### src/design/ffbt_pkg.sv
// ----------------------------------------------------------------------------
// ffbt_pkg: shared types and constants of the boundary-tag allocator
// Tag layout, heap geometry, opcodes and the queue entry between the
// front and the back of the allocator.
// ----------------------------------------------------------------------------
`default_nettype none

package ffbt_pkg;

  // Heap geometry in bytes.
  localparam int HEAP_BYTES  = 1024;
  localparam int TAG_BYTES   = 16;
  localparam int PAYLOAD_MAX = HEAP_BYTES - 2 * TAG_BYTES;
  localparam int WALK_LIMIT  = HEAP_BYTES / (2 * TAG_BYTES) + 1;

  // Field and internal widths.
  localparam int ADDR_W = 10;
  localparam int SIZE_W = 10;
  localparam int OFS_W  = 12;
  localparam int CNT_W  = 6;

  typedef logic [OFS_W-1:0] ofs_t;

  localparam ofs_t HEAP_OFS = ofs_t'(HEAP_BYTES);
  localparam ofs_t TAG_OFS  = ofs_t'(TAG_BYTES);
  localparam ofs_t PAIR_OFS = ofs_t'(2 * TAG_BYTES);
  localparam ofs_t MAX_OFS  = ofs_t'(PAYLOAD_MAX);
  localparam logic [CNT_W-1:0] WALK_CNT = CNT_W'(WALK_LIMIT);

  // Operation codes of a request.
  typedef enum logic {
    OP_ALLOC = 1'b0,
    OP_FREE  = 1'b1
  } op_t;

  // One boundary tag: free flag and payload size.
  typedef struct packed {
    logic              free;
    logic [SIZE_W-1:0] size;
  } tag_t;

  // One classified request as it waits in the queue.
  typedef struct packed {
    op_t               op;
    logic [SIZE_W-1:0] size;
    logic [ADDR_W-1:0] rel;
    logic              oversize;
  } item_t;

  // Queue head as seen by the back part.
  typedef struct packed {
    logic  valid;
    item_t item;
  } qhead_t;

endpackage

`default_nettype wire

### src/design/ffbt_if.sv
// ----------------------------------------------------------------------------
// ffbt_if: request and response channels of the allocator
// Valid/ready channels carrying the request fields and the result fields.
// ----------------------------------------------------------------------------
`default_nettype none

interface ffbt_req_if;
  logic       valid;
  logic       ready;
  logic       opcode;
  logic [9:0] request_size;
  logic [9:0] release_offset;

  modport source (output valid, output opcode, output request_size,
                  output release_offset, input ready);
  modport sink (input valid, input opcode, input request_size,
                input release_offset, output ready);
endinterface


`default_nettype wire

### src/design/ffbt_front.sv
// ----------------------------------------------------------------------------
// ffbt_front: request intake and classification
// Accepts requests, flags oversize allocations and holds them in a
// two-entry queue for the back part.
// ----------------------------------------------------------------------------
`default_nettype none

module ffbt_front (
  input  wire logic             clk,
  input  wire logic             rst,
  ffbt_req_if.sink              req,
  input  wire logic             pop,
  output ffbt_pkg::qhead_t      head
);

  ffbt_pkg::item_t slot [2];
  logic            wptr;
  logic            rptr;
  logic [1:0]      count;
  logic            push;
  ffbt_pkg::item_t incoming;

  // Classify the incoming request.
  always_comb begin
    incoming.op       = ffbt_pkg::op_t'(req.opcode);
    incoming.size     = req.request_size;
    incoming.rel      = req.release_offset;
    incoming.oversize = ffbt_pkg::ofs_t'(req.request_size) > ffbt_pkg::MAX_OFS;
  end

  assign req.ready  = (count != 2'd2);
  assign push       = req.valid && req.ready;
  assign head.valid = (count != 2'd0);
  assign head.item  = slot[rptr];

  // Queue pointers and occupancy.
  always_ff @(posedge clk) begin
    if (rst) begin
      wptr  <= 1'b0;
      rptr  <= 1'b0;
      count <= 2'd0;
    end else begin
      if (push) wptr <= ~wptr;
      if (pop) rptr <= ~rptr;
      count <= count + {1'b0, push} - {1'b0, pop};
    end
  end

  // Queue storage.
  always_ff @(posedge clk) begin
    if (push) slot[wptr] <= incoming;
  end

endmodule

`default_nettype wire

### src/flat_wrapper.sv
// flat-port wrapper written by rule: the top's interface ports become plain ports
module ffbt_front_flat 
  (clk, rst, pop, head, req_valid, req_opcode, req_request_size, req_release_offset, req_ready);
  ffbt_req_if req_i ();
  input  wire logic clk;
  input  wire logic rst;
  input  wire logic pop;
  output ffbt_pkg::qhead_t head;
  input wire logic [$bits(req_i.valid)-1:0] req_valid;
  input wire logic [$bits(req_i.opcode)-1:0] req_opcode;
  input wire logic [$bits(req_i.request_size)-1:0] req_request_size;
  input wire logic [$bits(req_i.release_offset)-1:0] req_release_offset;
  output wire logic [$bits(req_i.ready)-1:0] req_ready;
  assign req_i.valid = req_valid;
  assign req_i.opcode = req_opcode;
  assign req_i.request_size = req_request_size;
  assign req_i.release_offset = req_release_offset;
  assign req_ready = req_i.ready;
  ffbt_front u_core (.clk(clk), .rst(rst), .req(req_i), .pop(pop), .head(head));
endmodule
### config.mk
export PLATFORM = sky130hd
export DESIGN_NAME = ffbt_front_flat
export DESIGN_NICKNAME = d
export VERILOG_FILES = /design/src/design/ffbt_pkg.sv /design/src/design/ffbt_if.sv /design/src/design/ffbt_front.sv /design/src/flat_wrapper.sv
export SDC_FILE = /design/constraint.sdc
export NUM_CORES = 1
export LEC_CHECK = 0
export BUFFER_PORTS_ARGS = -buffer_cell sky130_fd_sc_hd__buf_4
export CORE_ASPECT_RATIO = 0.6
export CORE_UTILIZATION = 46
export DETAILED_ROUTE_END_ITERATION = 7
export PLACE_DENSITY = 0.71
export SLEW_MARGIN = 20
export SYNTH_ARGS = -nofsm -noshare
export SYNTH_HDL_FRONTEND = slang
export SYNTH_SLANG_ARGS = --single-unit
### constraint.sdc
create_clock -name clk -period 2.77 [get_ports clk]
set_input_delay 0.554 -clock clk [delete_from_list [all_inputs] [get_ports clk]]
set_output_delay 0.554 -clock clk [all_outputs]
set_load 0.02 [all_outputs]
# Yosys cells after proc, flatten, opt, wreduce, memory -nomap -nowiden
# Memories as Yosys holds them, arrays and structs flattened. A register that Yosys moved wholly into a read port is not among the register bits.
# Index checks and enable logic that the tools add are counted.
# word_totals
register_bits	4
latch_bits	0
ram_bits	44
romBits	0
inputBits	25
memories	1
# mem_list
name	depth	word_bits	rd	rd_ports_with_merged_regs	write_ports	line_no	text
u_core.slot	2	22	1	1	1	ffbt_front.sv:16	ffbt_pkg::item_t slot [2];
# op_classes
addsub	2
multipliers	0
div_mod_pow	0
magnitude_cmp	1
eq_ne	1
shift	0
n_mux	4
bitwise_logic	2
reduce_logical	2
# op_table
operator	count
10-bit greater-than comparator (second input constant)	1
1-bit two-way mux	4
2-bit by 1-bit adder with 2-bit output	1
2-bit != test (second input constant)	1
1-bit inverter	2
2-bit nonzero test	1
2-bit by 1-bit subtractor with 2-bit output	1
1-bit logical AND	1

# Longest topological paths before layout
# logic_depth
ltp_word	4
ltp_mapped	7
ltp_nobuf	7

# Worst setup path before layout
# OpenSTA, ideal clock, no wires.
# synth_timing
path_kind	reg2reg
from	register u_core.count[0]
to	memory u_core.slot[0][0] in the netlist's numbering, enable pin
setup_ns	0.403
arrival_time_ns	1.812
required_time_ns	2.367
setup_slack_ns	0.555
stages_incl_launch_ff	4
path_buffers	0
synth_period_minus_slack_ns	2.215
cell_sequence	dfxtp_1 -> nand2b_1 -> and2_4 -> nor2b_1
# synth_via
elab_chain_cells	4
# synth_lines
item	line_no	text
start, declared	ffbt_front.sv:19	logic [1:0] count;
start signal, assigned	ffbt_front.sv:45	count <= count + {1'b0, push} - {1'b0, pop};
2-bit != test	ffbt_front.sv:31	assign req.ready = (count != 2'd2);
named net req_ready	flat_wrapper.sv:13	output wire logic [$bits(req_i.ready)-1:0] req_ready;
1-bit logical AND	ffbt_front.sv:32	assign push = req.valid && req.ready;
1-bit two-way mux	ffbt_front.sv:51	if (push) slot[wptr] <= incoming;
1-bit two-way mux (not written as such)	ffbt_front.sv:51	
end, declared	ffbt_front.sv:16	
# The timed path passes the listed nets, and every way through them passes these cells.

==> results.txt <==
Max Slew Vio Count -> 0
Placement row count -> 17
First-pass GRT wire length -> 5.18 mm
Post CTS Setup Buffer Count -> 0
Utilization after layout -> 64.2%
Crit-path max FO -> 14
Post-cts hold buffer count -> 0
Diode count -> 0
GR Overflow Total -> 0
Crit path time final -> 2260 ps
Synth Warn # -> 0
Filler Cell Count -> 290
CP required -> 2220 ps
Die width -> 85.4 um
CTS tree -> done
Clock Sinks -> 49
Status -> completed
Detail Route Antenna Nets -> 0
Slew headroom -> 61.8%
Clock Tree Buf Depth -> 2
Clock Latency Late Sink -> 290 ps
Placed wire-length estimate -> 2.32 mm
Die area -> 4450 sq um
Final setup viols -> 0
Setup CP Type -> reg2out
Final hold viol count -> 0
Starting density of the core -> 50.2%
Clk slew on worst S/H paths -> 80 ps
Cell variety after synth -> 19
Reg area -> 1420 sq um
Core area -> 3830 sq um
DR WL/cell -> 16.4 um
Top cell type's share of synthesized area -> 68.8%
GRT Total Usage -> 16.7%
P_leak -> 0.992 nW
Worst R2R Path Depth -> 4
Final clock skew -> 4.20 ps
Setup TNS -> 0 ps
Worst R2R Start -> u_core.count[0]
Post-synthesis sequential area ratio -> 74.0%
Remaining DRCs -> 0
Hold WS -> 445 ps
Synth Cell Area -> 1920 sq um
R2r setup slk -> 1270 ps
Pwr dens -> 797 nW/um^2
Synth Register Bits -> 49
Top cells by count, synth -> edfxtp_1, mux2_4, dfxtp_1, nor2_1
Worst Setup Start Kind -> flop
IR drop worst, VDD -> 0.461 mV
Die span in y -> 52.1 um
Worst-margin pin slew -> 573 ps
H-tree depth -> 2
Crit end category -> output port
Vias -> 992
Area grow syn2layout -> 27.9%
Multi-input gate area -> 473 sq um
Routability congestion estimate -> 0.674
Count leader, synth -> edfxtp_1
Drt pass-1 iters -> 4
Syn_nets -> 125
Final WL -> 3.32 mm
Largest net degree at the start of global routing -> 23
Vias in the first global route -> 1,049
Area leader, netlist -> edfxtp_1
Post-synth EDFFs -> 44
Max cap viols -> 0
Placed cell count -> 194
Synth top area cells -> edfxtp_1, mux2_4, dfxtp_1
# nets final -> 181
Buffers on Ports -> 48
R2R Path End -> u_core.slot[0][21]
Fmax -> 443 MHz
Initial antenna violation count -> 0
IO Pins -> 49
Vias per cell -> 4.91
Critical Path End -> head[2]
Period utilisation layout -> 81.5%
RSZ-0062 raised after global routing -> false
Worst Path Arrival -> 1700 ps
Layout cell share with drive strength beyond 1 -> 53.5%
Min-delay worst type -> in2reg
Syn avg cell area -> 19.6 sq um
# resized after CTS -> 0
Final cell count without fillers -> 202
Mapped Cells -> 98
Share of flip-flops with an asynchronous set or reset -> 0%
DRT iter0 DRCs -> 44
Num CTS Buffers -> 5
Top_reg_cell synth -> edfxtp_1
CTS root buf -> clkbuf_8
[sequential cells by signal, indices dropped and copies added (netlist names), named ones only]
register and count:
u_core.count 2, u_core.rptr 1, u_core.slot 44, u_core.wptr 1
[metal layers]
layer	GRT usage, %	vias up	wire length [um]	part of all wire, %
met4	7.22	0	38	1.1
met5	0	-	0	0
met3	6.35	5	217	6.5
met1	21.1	474	1560	47
li1	-	479	-	-
met2	26.1	34	1500	45
[cell type report]
cell class | instances | share of cell area, %
Clock buffer | 7 | 3.92
Clock inverter | 1 | 0.204
Inverter | 2 | 0.305
Multi-Input combinational cell | 45 | 19.2
Sequential cell | 49 | 57.8
Tap cell | 47 | 2.39
Timing Repair Buffer | 51 | 16.1
[kinds of logic (layout without fill, tap and decap cells)]
family	count (synthesis)	after routing	synth area share (%)
flip-flops	49	49	74.0
AND/OR/NAND/NOR	16	16	4.49
AO/OA/AOI/OAI	2	2	0.520
multiplexers	22	22	16.8
buffers and inverters	4	61	1.56
adder cells (fa/ha/maj)	2	2	1.30
XOR/XNOR	3	3	1.37
[critical path, stage by stage, from the launching register on]
cell and delay [ps]:
dfxtp_1 690, buf_12 240, mux2_4 320, buf_4 160
[per-stage QoR]
step                power (W)  worst slack [ps]  area [sq um]
finish                0.00196               512          2460
floorplan             0.00132               555          1920
detailed placement    0.00154               822          2360
global route          0.00205               428          2460
CTS                   0.00198               485          2460
global placement      0.00152               851          2360
[worst min-delay path by stage]
stage                          startpoint           endpoint  slack [ps]  depth (start not counted)
floorplan                     u_core.wptr        u_core.wptr         460                          2
global placement              u_core.wptr        u_core.wptr         480                          2
detailed placement            u_core.wptr        u_core.wptr         500                          2
CTS                 req_release_offset[4]  u_core.slot[0][5]         430                          1
global route        req_release_offset[2]  u_core.slot[0][3]         430                          1
finish              req_release_offset[0]  u_core.slot[0][1]         440                          1
[power by group]
group	switching [W]	internal [W]	total (W)
Combinational	0.000268	0.000263	0.000531
Sequential	0.0000442	0.000941	0.000985
Clock	0.000217	0.000226	0.000443
[cells in the final DEF (no fill, tap or decap)]
cell / count
nor2b_2: 1
edfxtp_1: 44
a21oi_1: 1
and2_4: 1
o21ai_1: 1
dfxtp_1: 5
buf_4: 50
nor2b_1: 1
nand2b_1: 2
ha_1: 2
clkbuf_8: 7
xor2_1: 1
nor3_1: 1
mux2_2: 2
clkinv_2: 1
or2_1: 1
inv_1: 2
and3_1: 2
buf_12: 1
nand3_1: 2
xnor2_1: 2
nor2_1: 5
mux2_4: 20
(Power assumes the default switching activity.)
